==> config.mk <==
export PLATFORM = sky130hd
export DESIGN_NAME = qbs_ctrl
export DESIGN_NICKNAME = d
export VERILOG_FILES = /design/src/hdl/qbs_pkg.sv /design/src/hdl/qbs_ctrl.sv
export SDC_FILE = /design/constraint.sdc
export NUM_CORES = 1
export LEC_CHECK = 0
export ABC_AREA = 0
export BUFFER_PORTS_ARGS = -buffer_cell sky130_fd_sc_hd__clkbuf_2
export CAP_MARGIN = 20
export CORE_ASPECT_RATIO = 2
export CORE_MARGIN = 4
export CORE_UTILIZATION = 49
export DETAILED_ROUTE_END_ITERATION = 10
export GPL_TIMING_DRIVEN = 0
export HOLD_SLACK_MARGIN = 0.15
export PLACE_DENSITY = 0.93
export SLEW_MARGIN = 20
export SYNTH_ARGS = -nofsm -noshare
export SYNTH_HDL_FRONTEND = slang
export SYNTH_SLANG_ARGS = --single-unit
==> constraint.sdc <==
create_clock -name clk -period 7.9 [get_ports clk]
set_input_delay 2.37 -clock clk [delete_from_list [all_inputs] [get_ports clk]]
set_output_delay 2.37 -clock clk [all_outputs]
set_load 0.1 [all_outputs]
==> src/hdl/qbs_pkg.sv <==
// shared constants, types and helpers for the queue of bounded stacks
`timescale 1ns / 1ps

package qbs_pkg;

	localparam int MAX_STACKS = 16;
	localparam int MAX_HEIGHT = 8;

	localparam int PTR_W      = (MAX_STACKS > 1) ? $clog2(MAX_STACKS) : 1;
	localparam int CNT_W      = $clog2(MAX_STACKS + 1);
	localparam int FILL_W     = $clog2(MAX_HEIGHT + 1);
	localparam int SLOT_DEPTH = MAX_STACKS * MAX_HEIGHT;
	localparam int ADDR_W     = (SLOT_DEPTH > 1) ? $clog2(SLOT_DEPTH) : 1;

	localparam int DEST_W   = 16;
	localparam int VALUE_W  = 32;
	localparam int ITEM_W   = DEST_W + VALUE_W;
	localparam int LIMIT_W  = 5;
	localparam int HEIGHT_W = 4;
	localparam int PADDR_W  = 3;
	localparam int PDATA_W  = 32;

	localparam logic [LIMIT_W-1:0]  LIMIT_RESET  = 5'd16;
	localparam logic [HEIGHT_W-1:0] HEIGHT_RESET = 4'd8;

	localparam logic REG_LIMIT  = 1'b0;
	localparam logic REG_HEIGHT = 1'b1;

	localparam logic MODE_STORE = 1'b0;
	localparam logic MODE_SHIP  = 1'b1;

	typedef enum logic [1:0] {
		ST_DONE  = 2'd0,
		ST_FULL  = 2'd1,
		ST_EMPTY = 2'd2
	} status_t;

	typedef struct packed {
		logic [CNT_W-1:0]  limit;
		logic [FILL_W-1:0] height;
	} cfg_t;

	typedef struct packed {
		logic              we;
		logic              re;
		logic [ADDR_W-1:0] addr;
		logic [ITEM_W-1:0] wdata;
	} slot_req_t;

	function automatic logic [CNT_W-1:0] clamp_limit(input logic [LIMIT_W-1:0] v);
		logic [CNT_W-1:0] r;
		if (v == '0)
			r = CNT_W'(1);
		else if (32'(v) > 32'(MAX_STACKS))
			r = CNT_W'(MAX_STACKS);
		else
			r = CNT_W'(v);
		return r;
	endfunction

	function automatic logic [FILL_W-1:0] clamp_height(input logic [HEIGHT_W-1:0] v);
		logic [FILL_W-1:0] r;
		if (v == '0)
			r = FILL_W'(1);
		else if (32'(v) > 32'(MAX_HEIGHT))
			r = FILL_W'(MAX_HEIGHT);
		else
			r = FILL_W'(v);
		return r;
	endfunction

	function automatic logic [PTR_W-1:0] ring_next(input logic [PTR_W-1:0] p);
		logic [PTR_W-1:0] r;
		if (p == PTR_W'(MAX_STACKS - 1))
			r = '0;
		else
			r = p + PTR_W'(1);
		return r;
	endfunction

	function automatic logic [ADDR_W-1:0] slot_addr(input logic [PTR_W-1:0] s,
		input logic [FILL_W-1:0] f);
		return ADDR_W'(s) * ADDR_W'(MAX_HEIGHT) + ADDR_W'(f);
	endfunction

endpackage

==> src/hdl/qbs_ctrl.sv <==
// ring pointers, fill counts and transaction sequencing around the slot ram
`timescale 1ns / 1ps

module qbs_ctrl (
	input  logic                          clk,
	input  logic                          arst_n,
	input  qbs_pkg::cfg_t                 cfg,
	input  logic                          start,
	input  logic                          mode,
	input  logic [qbs_pkg::DEST_W-1:0]    dest_in,
	input  logic [qbs_pkg::VALUE_W-1:0]   value_in,
	output logic                          busy,
	output logic                          done,
	output logic [1:0]                    status,
	output logic [qbs_pkg::DEST_W-1:0]    dest_out,
	output logic [qbs_pkg::VALUE_W-1:0]   value_out,
	output qbs_pkg::slot_req_t            req,
	input  logic [qbs_pkg::ITEM_W-1:0]    rdata
);

	logic [qbs_pkg::PTR_W-1:0]  oldest_q, newest_q;
	logic [qbs_pkg::CNT_W-1:0]  in_use_q;
	logic [qbs_pkg::FILL_W-1:0] fill_q [qbs_pkg::MAX_STACKS];

	logic                       done_q, ship_ok_q;
	qbs_pkg::status_t           status_q;

	logic                       accept;
	logic                       newest_full, refuse_full, refuse_empty;
	logic [qbs_pkg::PTR_W-1:0]  target;
	logic [qbs_pkg::FILL_W-1:0] base_fill, old_fill, pop_fill;
	logic                       fill_we;
	logic [qbs_pkg::PTR_W-1:0]  fill_idx;
	logic [qbs_pkg::FILL_W-1:0] fill_wval;

	assign accept = start & ~done_q;
	assign busy   = done_q;

	always_comb begin
		newest_full  = (in_use_q == '0) || (fill_q[newest_q] >= cfg.height);
		refuse_full  = newest_full && (in_use_q >= cfg.limit);
		refuse_empty = (in_use_q == '0);
		if (!newest_full)
			target = newest_q;
		else if (in_use_q == '0)
			target = oldest_q;
		else
			target = qbs_pkg::ring_next(newest_q);
		base_fill = newest_full ? '0 : fill_q[newest_q];
		old_fill  = (fill_q[oldest_q] == '0) ? qbs_pkg::FILL_W'(1) : fill_q[oldest_q];
		pop_fill  = old_fill - qbs_pkg::FILL_W'(1);

		req       = '0;
		fill_we   = 1'b0;
		fill_idx  = target;
		fill_wval = base_fill + qbs_pkg::FILL_W'(1);
		if (accept) begin
			unique case (mode)
				qbs_pkg::MODE_STORE: begin
					if (!refuse_full) begin
						req.we    = 1'b1;
						req.addr  = qbs_pkg::slot_addr(target, base_fill);
						req.wdata = {dest_in, value_in};
						fill_we   = 1'b1;
					end
				end
				qbs_pkg::MODE_SHIP: begin
					if (!refuse_empty) begin
						req.re    = 1'b1;
						req.addr  = qbs_pkg::slot_addr(oldest_q, pop_fill);
						fill_we   = 1'b1;
						fill_idx  = oldest_q;
						fill_wval = pop_fill;
					end
				end
				default: ;
			endcase
		end
	end

	always_ff @(posedge clk) begin
		if (fill_we)
			fill_q[fill_idx] <= fill_wval;
	end

	always_ff @(posedge clk or negedge arst_n) begin
		if (!arst_n) begin
			oldest_q  <= '0;
			newest_q  <= '0;
			in_use_q  <= '0;
			done_q    <= 1'b0;
			ship_ok_q <= 1'b0;
			status_q  <= qbs_pkg::ST_DONE;
		end else begin
			done_q    <= accept;
			ship_ok_q <= 1'b0;
			if (accept) begin
				status_q <= qbs_pkg::ST_DONE;
				unique case (mode)
					qbs_pkg::MODE_STORE: begin
						if (refuse_full) begin
							status_q <= qbs_pkg::ST_FULL;
						end else begin
							newest_q <= target;
							if (newest_full)
								in_use_q <= in_use_q + qbs_pkg::CNT_W'(1);
						end
					end
					qbs_pkg::MODE_SHIP: begin
						if (refuse_empty) begin
							status_q <= qbs_pkg::ST_EMPTY;
						end else begin
							ship_ok_q <= 1'b1;
							if (pop_fill == '0) begin
								oldest_q <= qbs_pkg::ring_next(oldest_q);
								in_use_q <= in_use_q - qbs_pkg::CNT_W'(1);
							end
						end
					end
					default: ;
				endcase
			end
		end
	end

	assign done      = done_q;
	assign status    = status_q;
	assign dest_out  = ship_ok_q ? rdata[qbs_pkg::ITEM_W-1:qbs_pkg::VALUE_W] : '0;
	assign value_out = ship_ok_q ? rdata[qbs_pkg::VALUE_W-1:0] : '0;

endmodule

## Yosys cells after proc, flatten, opt, wreduce, memory -nomap -nowiden

Memories as Yosys holds them, arrays and structs flattened.
Cells that the tools add are included.

| operators by class | value |
|---|---|
| add/sub/neg operators | 8 |
| magnitude comparators | 2 |
| equality and inequality tests | 6 |
| mux-type cells | 37 |
| bitwise gates (word level) | 5 |
| reduce and logical (&&, ||, !) cells | 8 |

Operators with widths:

| operator | number |
|---|---|
| two-way mux 57 bit | 1 |
| two-way mux 55 bit | 1 |
| two-way mux 4 bit | 12 |
| two-way mux 48 bit | 1 |
| two-way mux 32 bit | 1 |
| two-way mux 5 bit | 4 |
| two-way mux 16 bit | 1 |
| adder 7 x 4 -> 7 bit | 2 |
| case mux 7 bit (2 select lines) | 1 |
| adder 4 x 1 -> 4 bit (second input constant) | 3 |
| two-way mux 1 bit | 10 |
| case mux 5 bit (2 select lines) | 1 |
| equality test 4 bit (second input constant) | 2 |
| logical NOT 4 bit | 2 |
| two-way mux 8 bit | 1 |
| != test 2 bit (second input constant) | 3 |
| adder 5 x 1 -> 5 bit (second input constant) | 1 |
| greater-or-equal comparator 5 bit | 1 |
| logical NOT 5 bit | 1 |
| AND reduction 5 bit | 1 |
| subtractor 5 x 1 -> 5 bit (second input constant) | 1 |
| greater-or-equal comparator 4 bit | 1 |
| NOT 1 bit | 4 |
| case mux 2 bit (2 select lines) | 1 |
| 9 further kinds | 9 |

| word-level totals | value |
|---|---|
| register bits | 17 |
| bits in writable memories | 64 |
| output and inout bits | 109 |
| memories kept | 1 |

Memory list:

| name | words | bits a word | read ports | clocked after Yosys merged registers in | write ports | line | source |
|---|---|---|---|---|---|---|---|
| fill_q | 16 | 4 | 2 | 0 | 1 | qbs_ctrl.sv:23 | `logic [qbs_pkg::FILL_W-1:0] fill_q [qbs_pkg::MAX_STACKS];` |

## Longest topological paths before layout

An unclocked memory read counts as a cell.

| logic depth | value |
|---|---|
| depth after elaboration | 9 |
| gate-level depth with buffers | 15 |
| mapped depth without buffers | 13 |

## Least setup slack after synthesis

OpenSTA, ideal clock, no wires.

| path | value |
|---|---|
| kind | input to output |
| from | input cfg[0] in the netlist's numbering |
| to | output req[51] in the netlist's numbering |
| data arrival time | 6.114 ns |
| required time | 5.530 ns |
| path slack | -0.584 ns |
| cell stages on the path | 8 |
| path through | ha_1 nand2b_1 a2111o_1 nand2_1 mux2i_1 a21oi_1 xor2_1 o21ai_0 |

RTL lines:

| element | line | source |
|---|---|---|
| start: declaration | qbs_ctrl.sv:7 | `input qbs_pkg::cfg_t cfg,` |
| end: declaration | qbs_ctrl.sv:17 | `output qbs_pkg::slot_req_t req,` |

==> results by group <==
Run status
  – Status: complete, no violations

Critical path
  – Worst reg2reg path endpoint: fill_q[8][1]$_DFFE_PP_
  – Cell count of the worst reg-to-reg path: 12
  – Critical Path End Type: output pin
  – RR Startpoint: newest_q[1]$_DFFE_PN0P_
  – CP Launch Type: flop
  – Critical path arrival: 5.32 ns
  – CP Max Fanout: 10
  – CP required: 5.53 ns
  – R2r setup slk: 2.87 ns
  – Crit path kind: flop to output pin

Timing
  – RSZ-0062 raised after global routing: no
  – Max-slew headroom: 0.309
  – Fmax: 130 MHz
  – Pins Over Slew Limit: 0
  – Final setup vio count: 0
  – Worst slew pin tran: 1.03 ns
  – Worst hold margin: 0.510 ns
  – Hold Violations, Final: 0
  – Fin Clk Skew: 0.00614 ns
  – Worst setup margin: 0.206 ns
  – Final period utilization: 0.974
  – Tmin final: 7.69 ns

Clock tree
  – # H-tree levels: 3
  – CTS tree: done
  – CTS Buffer Depth: 2
  – Cts bufs inserted: 9
  – CTS Hold Bufs: 0
  – Skew-Pair Late Insertion Delay: 0.34 ns
  – CTS clk-pin slew, worst paths: 0.06 ns
  – Postcts setup bufs: 0
  – Root buf cell: clkbuf_16
  – Clock sinks: 81

Floorplanning
  – Die X: 81.7 um
  – Die height: 155 um
  – Die Footprint: 12700 um^2
  – Starting Density: 0.505
  – Std cell rows: 53
  – Io pins: 218
  – Core area: 10500 um^2

Routing
  – Via Count: 4864
  – DRT Pass-1 Iters: 7
  – Wire length per cell: 22.1 um
  – DRC Markers: 0
  – Drt total wl: 18.5 mm
  – Post-route ant nets: 0
  – Detailed router's first-iteration violation count: 356
  – Drt via density: 5.83

Logic synthesis
  – Most numerous cell in the Yosys netlist: and2_1
  – Average size of a mapped cell: 11.5 um^2
  – Yosys top cell area share: 0.361
  – Sequential area share after synthesis: 0.441
  – Synthesized cell area: 5320 um^2
  – Synth Net Count: 593
  – Synthesized flop and latch total: 81
  – Area leader, netlist: edfxtp_1
  – Netlist cell types: 54
  – Gate Count Post-Synth: 463
  – Share of flip-flops with an asynchronous set or reset: 0.210
  – Ys Warns: 0
  – Main synth FF type: edfxtp_1
  – Post-synth top cells: 100 x and2_1, 64 x edfxtp_1, 33 x mux4_2
  – Top post-synthesis cells by area: edfxtp_1 36%, mux4_2 14%, and2_1 12%
  – Post-synth EDFFs: 64

Global routing
  – GRT overflow: 0
  – GRT Total Usage: 0.296
  – Vias in the first global route: 5010
  – Largest net degree at the start of global routing: 18
  – First-pass GRT wire length: 27.3 mm
  – Initial antenna violation count: 0

Place
  – PortBufs: 217
  – DP Wirelength: 15.0 mm
  – Number of placed cells counting well taps: 819
  – Gpl congestion: 1.02
  – Pre-CTS WS: -0.0714 ns

Power and ir drop
  – Power per cell area: 458 nW/um^2
  – Power, Total: 3.22 mW
  – Worst vdd ir: 0.252 mV
  – Leakage power: 3.16 nW

Layout
  – Final core utilization: 0.666
  – Net count, final: 823
  – Antenna cell count: 0
  – # fillers: 750
  – Area delta synth->final: 31.9%
  – Reg area: 2350 um^2
  – Share of cells above drive strength 1: 0.420
  – Post-Layout Cell Count: 835
  – Area of the multi-input gates: 2810 um^2

Min path
  – Hold endpoint: status[0]$_DFFE_PN0P_
  – Hold Crit Start: status[0]$_DFFE_PN0P_
  – Hold Path Class: flop to flop
  – Min-Delay Path Depth: 2

Run
  – Max-cap violation count: 0
[worst max-delay path: stages, from the launching register on]
cell and delay [ns]:
dfrtp_1 0.41, clkbuf_1 0.53, clkbuf_2 0.42, mux4_2 0.37
a22oi_2 0.33, nand2_1 0.20, ha_1 0.32, a2111o_1 0.47
nand2_1 0.22, mux2i_2 0.41, a21oi_1 0.15, ha_1 0.25
xor2_1 0.17, o22a_1 0.25, nor2_2 0.12, clkbuf_4 0.35
[layout make-up]
class	count	area share
Buffer	26	0.0175
Clock buffer	9	0.0321
Clock inverter	7	0.00980
Inverter	23	0.0123
Multi-Input combinational cell	333	0.400
Sequential cell	81	0.334
Tap cell	137	0.0244
Timing Repair Buffer	219	0.170
[flip-flops by register name, summed over array words and instances (netlist names)]
| signal | flops |
|---|---|
| oldest_q | 4 |
| busy | 1 |
| ship_ok_q | 1 |
| status | 2 |
| newest_q | 4 |
| in_use_q | 5 |
| fill_q | 64 |
[per-layer routing]
layer / track usage / vias to the layer above / wire, um
li1: - / 2156 / -
met1: 0.291 / 2281 / 5470
met2: 0.516 / 351 / 9920
met3: 0.0585 / 76 / 1700
met4: 0.237 / 0 / 1360
met5: 0 / - / 0
[report_power, final]
group / leakage (nW) / switching [mW] / internal (mW) / total [mW]
Sequential: 0.792 / 0.0708 / 0.759 / 0.830
Clock: 0.145 / 0.173 / 0.245 / 0.418
Combinational: 2.22 / 1.37 / 0.604 / 1.97
[per-stage QoR]
stage	setup TNS, ns	area [um^2]
6_report	0	7020
5_1_grt	0	7020
4_1_cts	0	6940
3_5_place_dp	-0.816	6610
3_3_place_gp	-0.0327	6600
2_1_floorplan	0	5340
[worst max path at each step]
| stage | startpoint | depth (start not counted) | endpoint | slack [ns] |
|---|---|---|---|---|
| global route | newest_q[0]$_DFFE_PN0P_ | 13 | req[27] | 0.04 |
| finish | newest_q[1]$_DFFE_PN0P_ | 15 | req[53] | 0.21 |
| global placement | newest_q[0]$_DFFE_PN0P_ | 15 | req[53] | -0.03 |
| floorplan | cfg[0] | 8 | req[41] | 0.12 |
| CTS | newest_q[0]$_DFFE_PN0P_ | 13 | req[17] | 0.0006 |
| detailed placement | newest_q[0]$_DFFE_PN0P_ | 13 | req[37] | -0.07 |
[kinds of logic after synthesis]
family / synth area share
XOR/XNOR: 0.0214
AO/OA/AOI/OAI: 0.0851
buffers and inverters: 0.0371
AND/OR/NAND/NOR: 0.190
flip-flops: 0.441
multiplexers: 0.175
adder cells (fa/ha/maj): 0.0508
[what timing repair did]
item / 4_1_cts / 5_1_grt
resized for setup: 13 / 68
setup endpoints to repair: 52 / 53
pin swaps: 0 / 0
[cell usage in the layout, fill, tap and decap left out, types with 3 or more instances in the layout]
master / netlist / layout
nor2b_1: 8 / 8
nor2_1: 24 / 23
ha_1: 20 / 20
nand2b_1: 5 / 5
buf_4: 1 / 3
clkinv_1: 1 / 3
inv_1: 21 / 21
mux2i_1: 9 / 8
o31ai_1: 4 / 4
and2_1: 100 / 100
dfrtp_1: 17 / 17
a21oi_1: 13 / 12
xor2_1: 4 / 4
clkbuf_4: 0 / 38
clkbuf_2: 0 / 179
a21o_1: 6 / 6
edfxtp_1: 64 / 64
mux2_2: 5 / 5
buf_2: 2 / 7
xnor2_1: 9 / 9
clkbuf_1: 21 / 16
o21ai_0: 10 / 6
clkbuf_16: 0 / 9
a31oi_1: 6 / 6
mux4_2: 33 / 33
nand3_1: 8 / 8
o21ai_1: 2 / 6
a22oi_1: 7 / 6
nand2_1: 23 / 23
o22ai_1: 5 / 3
Note: power is estimated with default switching activity, not from simulation.
