<file path="src/hdl/qbs_pkg.sv">
// shared constants, types and helpers for the queue of bounded stacks
`timescale 1ns / 1ps

package qbs_pkg;

	localparam int MAX_STACKS = 16;
	localparam int MAX_HEIGHT = 8;

	localparam int PTR_W      = (MAX_STACKS > 1) ? $clog2(MAX_STACKS) : 1;
	localparam int CNT_W      = $clog2(MAX_STACKS + 1);
	localparam int FILL_W     = $clog2(MAX_HEIGHT + 1);
	localparam int SLOT_DEPTH = MAX_STACKS * MAX_HEIGHT;
	localparam int ADDR_W     = (SLOT_DEPTH > 1) ? $clog2(SLOT_DEPTH) : 1;

	localparam int DEST_W   = 16;
	localparam int VALUE_W  = 32;
	localparam int ITEM_W   = DEST_W + VALUE_W;
	localparam int LIMIT_W  = 5;
	localparam int HEIGHT_W = 4;
	localparam int PADDR_W  = 3;
	localparam int PDATA_W  = 32;

	localparam logic [LIMIT_W-1:0]  LIMIT_RESET  = 5'd16;
	localparam logic [HEIGHT_W-1:0] HEIGHT_RESET = 4'd8;

	localparam logic REG_LIMIT  = 1'b0;
	localparam logic REG_HEIGHT = 1'b1;

	localparam logic MODE_STORE = 1'b0;
	localparam logic MODE_SHIP  = 1'b1;

	typedef enum logic [1:0] {
		ST_DONE  = 2'd0,
		ST_FULL  = 2'd1,
		ST_EMPTY = 2'd2
	} status_t;

	typedef struct packed {
		logic [CNT_W-1:0]  limit;
		logic [FILL_W-1:0] height;
	} cfg_t;

	typedef struct packed {
		logic              we;
		logic              re;
		logic [ADDR_W-1:0] addr;
		logic [ITEM_W-1:0] wdata;
	} slot_req_t;

	function automatic logic [CNT_W-1:0] clamp_limit(input logic [LIMIT_W-1:0] v);
		logic [CNT_W-1:0] r;
		if (v == '0)
			r = CNT_W'(1);
		else if (32'(v) > 32'(MAX_STACKS))
			r = CNT_W'(MAX_STACKS);
		else
			r = CNT_W'(v);
		return r;
	endfunction

	function automatic logic [FILL_W-1:0] clamp_height(input logic [HEIGHT_W-1:0] v);
		logic [FILL_W-1:0] r;
		if (v == '0)
			r = FILL_W'(1);
		else if (32'(v) > 32'(MAX_HEIGHT))
			r = FILL_W'(MAX_HEIGHT);
		else
			r = FILL_W'(v);
		return r;
	endfunction

	function automatic logic [PTR_W-1:0] ring_next(input logic [PTR_W-1:0] p);
		logic [PTR_W-1:0] r;
		if (p == PTR_W'(MAX_STACKS - 1))
			r = '0;
		else
			r = p + PTR_W'(1);
		return r;
	endfunction

	function automatic logic [ADDR_W-1:0] slot_addr(input logic [PTR_W-1:0] s,
		input logic [FILL_W-1:0] f);
		return ADDR_W'(s) * ADDR_W'(MAX_HEIGHT) + ADDR_W'(f);
	endfunction

endpackage

</file>
<file path="src/hdl/qbs_cfg.sv">
// apb configuration registers with range clamping
`timescale 1ns / 1ps

module qbs_cfg (
	input  logic                         clk,
	input  logic                         arst_n,
	input  logic                         psel,
	input  logic                         penable,
	input  logic                         pwrite,
	input  logic [qbs_pkg::PADDR_W-1:0]  paddr,
	input  logic [qbs_pkg::PDATA_W-1:0]  pwdata,
	output logic [qbs_pkg::PDATA_W-1:0]  prdata,
	output logic                         pready,
	output qbs_pkg::cfg_t                cfg
);

	logic [qbs_pkg::LIMIT_W-1:0]  limit_q;
	logic [qbs_pkg::HEIGHT_W-1:0] height_q;
	logic                         wr_en;

	assign pready = 1'b1;
	assign wr_en  = psel & penable & pwrite;

	always_ff @(posedge clk or negedge arst_n) begin
		if (!arst_n) begin
			limit_q  <= qbs_pkg::LIMIT_RESET;
			height_q <= qbs_pkg::HEIGHT_RESET;
		end else if (wr_en) begin
			unique case (paddr[2])
				qbs_pkg::REG_LIMIT:  limit_q  <= pwdata[qbs_pkg::LIMIT_W-1:0];
				qbs_pkg::REG_HEIGHT: height_q <= pwdata[qbs_pkg::HEIGHT_W-1:0];
				default: ;
			endcase
		end
	end

	always_comb begin
		unique case (paddr[2])
			qbs_pkg::REG_LIMIT:  prdata = qbs_pkg::PDATA_W'(limit_q);
			qbs_pkg::REG_HEIGHT: prdata = qbs_pkg::PDATA_W'(height_q);
			default:             prdata = '0;
		endcase
	end

	assign cfg.limit  = qbs_pkg::clamp_limit(limit_q);
	assign cfg.height = qbs_pkg::clamp_height(height_q);

endmodule

</file>
<file path="config.mk">
export PLATFORM = sky130hd
export DESIGN_NAME = qbs_cfg
export DESIGN_NICKNAME = d
export VERILOG_FILES = /design/src/hdl/qbs_pkg.sv /design/src/hdl/qbs_cfg.sv
export SDC_FILE = /design/constraint.sdc
export NUM_CORES = 1
export LEC_CHECK = 0
export ABC_AREA = 1
export BUFFER_PORTS_ARGS = -buffer_cell sky130_fd_sc_hd__buf_2
export CORE_MARGIN = 2
export CORE_UTILIZATION = 30
export CTS_CLUSTER_DIAMETER = 30
export DETAILED_ROUTE_END_ITERATION = 16
export GPL_ROUTABILITY_DRIVEN = 0
export GPL_TIMING_DRIVEN = 0
export PLACE_DENSITY = 0.79
export SLEW_MARGIN = 10
export SYNTH_ARGS = -nofsm -noshare
export SYNTH_HDL_FRONTEND = slang
export SYNTH_SLANG_ARGS = --single-unit
</file>
<file path="constraint.sdc">
create_clock -name clk -period 1.37 [get_ports clk]
set_clock_uncertainty 0.2 [all_clocks]
set_input_delay 0.137 -clock clk [delete_from_list [all_inputs] [get_ports clk]]
set_output_delay 0.137 -clock clk [all_outputs]
set_load 0.005 [all_outputs]
</file>
# Yosys cells after proc, flatten, opt, wreduce, memory -nomap -nowiden
# Index checks and enable logic that the tools add are counted.
# word_totals
regBits	9
latch_bits	0
mem_bits_rw	0
romBits	0
inputBits	40
out_inout_bits	42
wordCells	16
memories	0
# classes
addsub	0
multipliers	0
div_mod_pow	0
order_cmp	2
n_eq_ne	0
shifts	0
muxes	5
bitwise	3
reduce_logical	4
# ops
cell	count
case mux 32 bit (2 select lines)	1
2-to-1 mux 5 bit	2
2-to-1 mux 4 bit	2
greater-than comparator 5 bit, second input constant	1
logical NOT 5 bit	1
greater-than comparator 4 bit, second input constant	1
logical NOT 4 bit	1
AND reduction 2 bit	2
AND 1 bit	2
inverter 1 bit	1

# Longest topological paths before layout
# Gate-level depths: netlist (run 1).
# logic_depth
ltp_word	3
mapped_depth	4
mapped_depth_nobuf	4

# Least setup slack after synthesis (run 1)
# Ideal clock, no wire load.
# synth_timing
kind	register to output
startpoint	register limit_q[4] (netlist bit)
endpoint	output prdata[4] (netlist bit)
arrival_time_ps	690
t_required_ps	1033
path_slack_ps	343
path_stages_with_launch	3
n_path_buf	0
cell_sequence	dfstp_2 inv_1 nor2_1
# synth_via
elab_chain_len	1
# synth_rtl
item	line_no	source
start, declared	qbs_cfg.sv:17	logic [qbs_pkg::LIMIT_W-1:0] limit_q;
start signal, assigned	qbs_cfg.sv:26	limit_q <= qbs_pkg::LIMIT_RESET;
start signal, assigned	qbs_cfg.sv:30	qbs_pkg::REG_LIMIT: limit_q <= pwdata[qbs_pkg::LIMIT_W-1:0];
case mux 32 bit (2 select lines)	qbs_cfg.sv:38	unique case (paddr[2])
end, declared	qbs_cfg.sv:12	output logic [qbs_pkg::PDATA_W-1:0] prdata,
# Every way passes these cells. The select of a mux whose other input is x is not followed.

==> flow_metrics.tcl, run 1 <==
set metrics [dict create \
    status "complete, but fails checks" \
    violations "negative setup slack" \
    dieWidth_um 53.4 \
    die_h_um 53.4 \
    root_buffer "clkbuf_4" \
    postRouteAntennaNets 0 \
    overflow 0 \
    switchingPower_mw 0.324 \
    p_int_mw 0.639 \
    ys_warn_count 0 \
    io_buffers 24 \
    vias 736 \
    fin_util_pct 48.6 \
    antenna_cells 0 \
    dr.pass1.iters 4 \
    design_area_mm2 0.00109 \
    holdWs_ps 59.4 \
    pwr-share-seq_pct 39.1 \
    wl_met2_um 802 \
    p_per_area_mw_per_mm2 880 \
    dr_wl_met3_um 140 \
    grt_usage_pct 10.9 \
    areaGrowthSynthToFinish_pct 49.3 \
    worstHoldPathType "input port to asynchronous set/reset pin" \
    pwr-share-clk_pct 20.7 \
    setup_viol_count_final 5 \
    synth_seq_cells 9 \
    drt_iter0_drc 16 \
    dpl.cell_count 180 \
    io-pin-count 82 \
    cts.sinks 9 \
    layout_commonest_cell "buf_4" \
    drive_above_1_share_pct 41.5 \
    syn-cell-area_um2 733 \
    drv_slew 0 \
    path_max_fanout 3 \
    hold_violations 0 \
    grt_pass1_wl_um 2280 \
    grt_max_degree 11 \
    place_hpwl_um 1250 \
    worst_path_max_delay_cell "dfrtp_1" \
    p_comb_share_pct 40.2 \
    syn_inst 102 \
    register_area_um2 228 \
    tns_ps -245 \
    ys_seq_area_share_pct 31.1 \
    cts_buffer_depth 2 \
    fin_crit_sh_pct 108 \
    vdd_drop_max_mv 0.452 \
    layout_common_cells "buf_4 (30), conb_1 (28), buf_2 (25), nand2_1 (23), nand3_1 (9)" \
    clock.fmax_ghz 0.678 \
    wl_met1_um 668 \
    required_ps 1030 \
    max_cap_violations 0 \
    antenna_found_initial 0 \
    die-area_mm2 0.00286 \
    crit_chain "nor2_1, nand2_1, a21oi_1, buf_2" \
    drcViolationCount 0 \
    routed.top_layer "met3" \
    fin_cells 192 \
    placed_area_um2 986 \
    detail_route.wl_per_cell_um 8.39 \
    rows 17 \
    ys_types 17 \
    rsz0062_at_grt "yes" \
    vias_per_cell 3.83 \
    wl_um 1610 \
    grt_pass1_vias 552 \
    num-fill-cells 249 \
    path_class "flip-flop to output pin" \
    avgSynthCellArea_um2 7.19 \
    switching_share_pct 33.6 \
    crit_path_max_incr_delay_ps 400 \
    reg2reg_setup_slack_ps 380 \
    start_util_pct 32.5 \
    period_minus_slack_ps 1480 \
    multiInputGateArea_um2 354 \
    cp.arrival_ps 1140 \
    clkSlewWorstSetupHoldPaths_ps 60 \
    fin_nets 205 \
    critPathLaunchType "flip-flop" \
    tritoncts "built" \
    cts_buffers 3 \
    fp.coreArea_mm2 0.00225 \
    insertion_delay_ps 250 \
    critPathCaptureType "output pin" \
    htree_levels 1 \
    worst_slack_ps -106 \
    leakagePower_nw 0.678 \
]
-- timing repair --
item | in CTS | in global routing
hold buffers | 6 | 0
buffers inserted | 1 | 1
endpoints found under the setup margin | 5 | 9
resized for setup | 0 | 3
endpoints found under the hold margin | 18 | 0
pin swaps | 0 | 3
-- layout make-up --
class                           instances  share of cell area [%]
Multi-Input combinational cell         79                    32.3
Timing Repair Buffer                   32                    17.8
Tap cell                               28                    3.20
Buffer                                 31                    20.3
Clock buffer                            4                    2.40
Sequential cell                         9                    20.8
Inverter                                9                    3.09
-- synthesized netlist by cell type (all sizes together) --
master,number,area share (%)
o21ai,4,2.7
a21oi,3,2.0
nand4,2,2.6
nand2,24,13
nand3,9,6.1
inv,9,4.6
conb,2,1.0
dfstp,2,7.2
dfrtp,7,24
nor2,9,6.8
buf,29,29
clkbuf,2,1.0
-- path summary, 6_finish.rpt --
kind / startpoint / to / depth (start not counted)
setup / recovery: limit_q[0] / cfg[5] / 4
hold / removal: arst_n / height_q[1] / 2
setup reg to reg: limit_q[4] / limit_q[4] / 2
hold reg to reg: height_q[3] / height_q[3] / 2
max in group asynchronous: arst_n / height_q[3] / 2
min in group clk: pwrite / height_q[3] / 5
-- cells by family (layout without fill, tap and decap cells) --
logic type | count (synthesis) | count (layout) | synth area share, %
and+or+nand+nor | 44 | 44 | 28.2
other | 2 | 28 | 1.02
buffers and inverters | 40 | 76 | 35.0
AOI/OAI and AO/OA | 7 | 7 | 4.78
DFF | 9 | 9 | 31.1
-- registers in the layout (all words and copies together), names as in the netlist --
name and count:
height_q 4, limit_q 5
-- per-stage QoR --
step	worst slack [ps]	power [mW]
3_5_place_dp	214	0.722
3_3_place_gp	218	0.716
6_report	-106	0.963
5_1_grt	-142	1.03
2_1_floorplan	343	0.587
4_1_cts	-49.5	0.941
-- power groups by stage --
stage | combinational (mW) | clock [mW] | sequential (mW)
floorplan | 0.222 | 0 | 0.365
global placement | 0.340 | 0 | 0.377
detailed placement | 0.344 | 0 | 0.378
CTS | 0.367 | 0.202 | 0.372
global route | 0.434 | 0.211 | 0.383
finish | 0.387 | 0.199 | 0.377
-- worst max-delay path, delay by kind of cell (launching register included) --
kind	cells	cell delay, ps
DFF	1	400
and+or+nand+nor	2	200
AOI/OAI and AO/OA	1	160
buffers and inverters	1	140
-- layer usage --
layer | track usage (%) | vias to the layer above
met3 | 2.54 | 0
li1 | - | 382
met1 | 13.4 | 322
met4 | 3.85 | 0
met5 | 0 | -
met2 | 18.3 | 32
No activity file was read; power rests on OpenSTA's default activity.
==> run 2: changes to the inputs <==
--- a/config.mk
+++ b/config.mk
@@ -7,6 +7,7 @@
 export LEC_CHECK = 0
 export ABC_AREA = 1
 export BUFFER_PORTS_ARGS = -buffer_cell sky130_fd_sc_hd__buf_2
+export CAP_MARGIN = 15
 export CORE_MARGIN = 2
 export CORE_UTILIZATION = 30
 export CTS_CLUSTER_DIAMETER = 30
@@ -14,6 +15,7 @@
 export GPL_ROUTABILITY_DRIVEN = 0
 export GPL_TIMING_DRIVEN = 0
 export PLACE_DENSITY = 0.79
+export REMOVE_ABC_BUFFERS = 1
 export SLEW_MARGIN = 10
 export SYNTH_ARGS = -nofsm -noshare
 export SYNTH_HDL_FRONTEND = slang
==> run 2 against run 1 <==
The flow still finishes with violations (negative setup slack); clock power barely moved; largest cell class is now multi-input combinational cells; global-route usage decreased by 0.35 points; die area unchanged; routed wire length shrank 11%; hold slack worse by 37 ps; sequential cell count unchanged; critical path type unchanged; largest power group unchanged.
==> flow_metrics.tcl, run 2 (synthesis results as in run 1) <==
set metrics [dict create \
    status "complete, but fails checks" \
    violations "negative setup slack" \
    grt_max_degree 16 \
    crit_path_max_incr_delay_ps 400 \
    top_register "limit_q" \
    drv_slew 0 \
    max_cap_violations 0 \
    die_h_um 53.4 \
    areaGrowthSynthToFinish_pct 31.7 \
    p_comb_share_pct 42.2 \
    grt_usage_pct 10.6 \
    layout_commonest_cell "conb_1" \
    path_class "flip-flop to output pin" \
    path_buf_inv 4 \
    path_max_fanout 3 \
    start_util_pct 32.5 \
    num-fill-cells 259 \
    vias 648 \
    cts_buffer_depth 2 \
    overflow 0 \
    postRouteAntennaNets 0 \
    required_ps 1030 \
    clkSlewWorstSetupHoldPaths_ps 60 \
    pwr-share-clk_pct 20.1 \
    crit_chain "buf_4, buf_6, inv_4, o21ai_1, buf_2" \
    dieWidth_um 53.4 \
    period_minus_slack_ps 1470 \
    hold_violations 0 \
    tns_ps -432 \
    largest_reg_flops 5 \
    r2r_cells 5 \
    vdd_drop_max_mv 0.364 \
    io_buffers 24 \
    holdPathStages 3 \
    vias_per_cell 3.81 \
    worst_path_max_delay_cell "dfrtp_1" \
    dr.pass1.iters 2 \
    fin_util_pct 42.8 \
    path_depth 5 \
    worstHoldPathType "input port to flip-flop" \
    leakagePower_nw 0.570 \
    pwr-share-seq_pct 37.7 \
    critPathTopFamily "buffers and inverters" \
    switchingPower_mw 0.343 \
    cp.arrival_ps 1130 \
    grt_pass1_wl_um 2060 \
    fin_nets 183 \
    rows 17 \
    grt_pass1_vias 464 \
    place_hpwl_um 1100 \
    htree_levels 1 \
    die-area_mm2 0.00286 \
    top_regs "limit_q (5), height_q (4)" \
    total_power_mw 1.00 \
    layout_common_cells "conb_1 (28), buf_2 (24), nand2_1 (23), nand3_1 (9)" \
    drcViolationCount 0 \
    insertion_delay_ps 260 \
    clock.fmax_ghz 0.680 \
    p_int_mw 0.661 \
    worst_slack_ps -100 \
    fp.coreArea_mm2 0.00225 \
    switching_share_pct 34.2 \
    critPathCaptureType "output pin" \
    critPathLaunchType "flip-flop" \
    io-pin-count 82 \
    antenna_found_initial 0 \
    wl_um 1430 \
    rsz0062_at_grt "yes" \
    antenna_cells 0 \
    detail_route.wl_per_cell_um 8.41 \
    cts_buffers 3 \
    drt_iter0_drc 11 \
    p_per_area_mw_per_mm2 1040 \
    setup_viol_count_final 8 \
    tritoncts "built" \
    root_buffer "clkbuf_4" \
    cts.sinks 9 \
    fin_crit_sh_pct 107 \
    drive_above_1_share_pct 38.0 \
]
-- run 2: changes by cell type in the layout (fill, tap and decap cells not counted), moves of 2 or more --
cell and change:
buf_4 -22, clkbuf_1 -2, buf_6 +3, inv_1 -4
inv_4 +3
-- run 2: area by class of cell --
| cell class | instances | area [um2] | share of cell area (%) |
|---|---|---|---|
| Clock buffer | 4 | 26.3 | 2.72 |
| Inverter | 9 | 41.3 | 4.27 |
| Multi-Input combinational cell | 79 | 362 | 37.4 |
| Sequential cell | 9 | 228 | 23.6 |
| Tap cell | 28 | 35.0 | 3.63 |
| Timing Repair Buffer | 41 | 274 | 28.4 |
-- run 2: path summary, 6_finish.rpt --
check	endpoint	startpoint	slack [ps]
max reg2reg	limit_q[0]	limit_q[0]	220
min	height_q[3]	paddr[2]	20
min in group asynchronous	height_q[2]	arst_n	50
max in group asynchronous	limit_q[4]	arst_n	680
max	prdata[1]	limit_q[1]	-100
min reg2reg	height_q[3]	height_q[3]	310
-- run 2: power by group through the flow --
stage	clock network, mW	registers, mW	logic, mW
floorplan	0	0.368	0.152
global placement	0	0.381	0.269
detailed placement	0	0.381	0.275
CTS	0.207	0.370	0.336
global route	0.236	0.384	0.481
finish	0.202	0.378	0.424
-- run 2: metrics by stage --
stage / hold slack [ps] / setup slack (ps) / std cells / cell area [um2]
CTS: 18.2 / -51.2 / 164 / 887
detailed placement: -204 / 234 / 149 / 763
global route: 48.4 / -191 / 170 / 966
floorplan: -359 / 330 / 97 / 608
global placement: -208 / 230 / 149 / 763
finish: 22.3 / -100 / 170 / 966
-- run 2: repair_timing --
| action | CTS | global route |
|---|---|---|
| endpoints found under the setup margin | 4 | 12 |
| hold endpoints to repair | 18 | 0 |
| buffers inserted | 5 | 6 |
| hold buffers | 6 | 0 |
| pin swaps | 1 | 8 |
| resized for setup | 2 | 13 |
-- run 2: metal layers --
metal,GRT usage [%],vias up,share of wire (%)
met2,13.6,36,40
met5,0,-,0
met3,3.39,5,11
met1,14.3,268,47
li1,-,339,-
met4,7.69,0,2.8
-- run 2: worst min-delay path: stages --
cell     delay [ps]
buf_2           190
nand3_1         110
nand2_1          50
==> run 3: changes to the inputs <==
--- a/config.mk
+++ b/config.mk
@@ -9,12 +9,14 @@
 export BUFFER_PORTS_ARGS = -buffer_cell sky130_fd_sc_hd__buf_2
 export CAP_MARGIN = 15
 export CORE_MARGIN = 2
-export CORE_UTILIZATION = 30
+export CORE_UTILIZATION = 37
+export CTS_BUF_LIST = sky130_fd_sc_hd__clkbuf_8
 export CTS_CLUSTER_DIAMETER = 30
 export DETAILED_ROUTE_END_ITERATION = 16
 export GPL_ROUTABILITY_DRIVEN = 0
 export GPL_TIMING_DRIVEN = 0
-export PLACE_DENSITY = 0.79
+export PLACE_DENSITY = 0.94
+export RECOVER_POWER = 50
 export REMOVE_ABC_BUFFERS = 1
 export SLEW_MARGIN = 10
 export SYNTH_ARGS = -nofsm -noshare
==> run 3 against run 2 <==
The flow still finishes with violations (negative setup slack); critical path depth is 1 lower; highest routed layer unchanged; final cell count is 4.7% lower; clock power is 44% higher.
==> flow_metrics.tcl, run 3 (synthesis results as in run 1) <==
set metrics [dict create \
    status "complete, but fails checks" \
    violations "negative setup slack" \
    worst_path_max_delay_cell "dfrtp_1" \
    fp.coreArea_mm2 0.00192 \
    r2r_cells 2 \
    setup.worst_path.start "limit_q[1]" \
    drcViolationCount 0 \
    layout_common_cells "conb_1 (28), nand2_1 (23), buf_2 (22), nand3_1 (9), nor2_1 (8)" \
    cts_buffer_depth 2 \
    tns_ps -40.4 \
    grt_pass1_wl_um 2100 \
    grt_pass1_vias 468 \
    largest_reg_flops 5 \
    fin_crit_sh_pct 102 \
    tritoncts "built" \
    vias_per_cell 3.93 \
    cp.arrival_ps 1060 \
    antenna_found_initial 0 \
    path_max_fanout 3 \
    io-pin-count 82 \
    hold_violations 0 \
    critPathLaunchType "flip-flop" \
    r2r_start "limit_q[4]" \
    path_buf_inv 1 \
    grt_max_degree 16 \
    wl_um 1370 \
    cts.sinks 9 \
    vdd_drop_max_mv 0.392 \
    p_per_area_mw_per_mm2 1110 \
    clkSlewWorstSetupHoldPaths_ps 40 \
    crit_path_max_incr_delay_ps 390 \
    layout_commonest_cell "conb_1" \
    drt_iter0_drc 23 \
    place_ws_ps 228 \
    worst_slack_ps -22.6 \
    io_buffers 24 \
    drive_above_1_share_pct 28.9 \
    root_buffer "clkbuf_8" \
    clock.fmax_ghz 0.718 \
    fin_nets 176 \
    path_class "flip-flop to output pin" \
    antenna_cells 0 \
    period_minus_slack_ps 1390 \
    htree_levels 1 \
    areaGrowthSynthToFinish_pct 22.5 \
    overflow 0 \
    drv_slew 0 \
    dieWidth_um 48.5 \
    leakagePower_nw 0.537 \
    vias 636 \
    start_util_pct 38.2 \
    cts_buffers 3 \
    path_depth 4 \
    postRouteAntennaNets 0 \
    dr.pass1.iters 4 \
    rr_endpoint "limit_q[4]" \
    critPathCaptureType "output pin" \
    rows 16 \
    die_h_um 48.5 \
    reg2reg_setup_slack_ps 390 \
    top_register "limit_q" \
    critPathTopFamily "flip-flops" \
    worstHoldPathType "input port to flip-flop" \
    die-area_mm2 0.00235 \
    endpoint "cfg[5]" \
    max_cap_violations 0 \
    detail_route.wl_per_cell_um 8.46 \
    holdWs_ps 57.3 \
    top_regs "limit_q (5), height_q (4)" \
    place_hpwl_um 1090 \
    fin_util_pct 46.7 \
    insertion_delay_ps 230 \
    grt_usage_pct 11.8 \
    crit_chain "nor2_1, nand2_1, a21oi_1, buf_2" \
    rsz0062_at_grt "yes" \
    setup_viol_count_final 4 \
    required_ps 1030 \
]
-- run 3: cell count changes in the layout (fill, tap and decap cells not counted) --
cell / change
a21oi_1: +2
a21oi_2: -2
buf_2: -2
buf_4: -4
buf_6: -3
clkbuf_1: +1
clkbuf_4: -3
clkbuf_8: +3
inv_1: +4
inv_4: -3
o21ai_1: +1
o21ai_2: -1
-- run 3: per-layer routing --
| metal | up-vias | track usage [%] | wire, um |
|---|---|---|---|
| li1 | 325 | - | - |
| met1 | 265 | 16.2 | 615 |
| met2 | 43 | 16.4 | 563 |
| met3 | 3 | 3.40 | 164 |
| met4 | 0 | 7.14 | 28 |
| met5 | - | 0 | 0 |
-- run 3: worst min-delay path by stage --
stage	slack (ps)	endpoint	from	cells after the start
after floorplan	-360	height_q[0]	arst_n	0
after detailed placement	-210	height_q[2]	arst_n	1
after CTS	50	height_q[3]	paddr[2]	3
after global placement	-210	height_q[2]	arst_n	1
after global routing	80	height_q[3]	paddr[2]	3
final	60	height_q[3]	paddr[2]	3
-- run 3: worst register-to-register path, stage by stage, from the launching register on --
cell     delay (ps)
dfstp_2         600
nand2_1          70
nand2_1          60
-- run 3: per-stage QoR --
stage	power (mW)	instances	area [um2]
finish	0.994	162	898
global route	1.08	162	898
CTS	0.988	161	890
detailed placement	0.654	148	762
global placement	0.642	148	762
floorplan	0.519	97	608
-- run 3: timing repair --
item                                   in CTS  in global routing
cloned                                      0                  0
setup endpoints to repair                   4                  7
pin swaps                                   0                  3
endpoints found under the hold margin      18                  0
gates resized for setup                     1                  2
hold buffers                                6                  0
setup buffers                               3                  1
-- run 3: final cells by class --
type	instances	area (um2)
clock buffer	3	41.3
clock inverter	1	3.75
fill	223	1020
inverter	9	33.8
multi-input combinational	79	350
sequential	9	228
tap	27	33.8
timing repair buffer	34	208
-- run 3: report_power, final --
part	switching [mW]	leakage [nW]	total (mW)	internal, mW
sequential	0.0517	0.109	0.378	0.326
clock	0.0969	0.0269	0.291	0.194
combinational	0.168	0.401	0.325	0.157
total	0.317	0.537	0.994	0.677
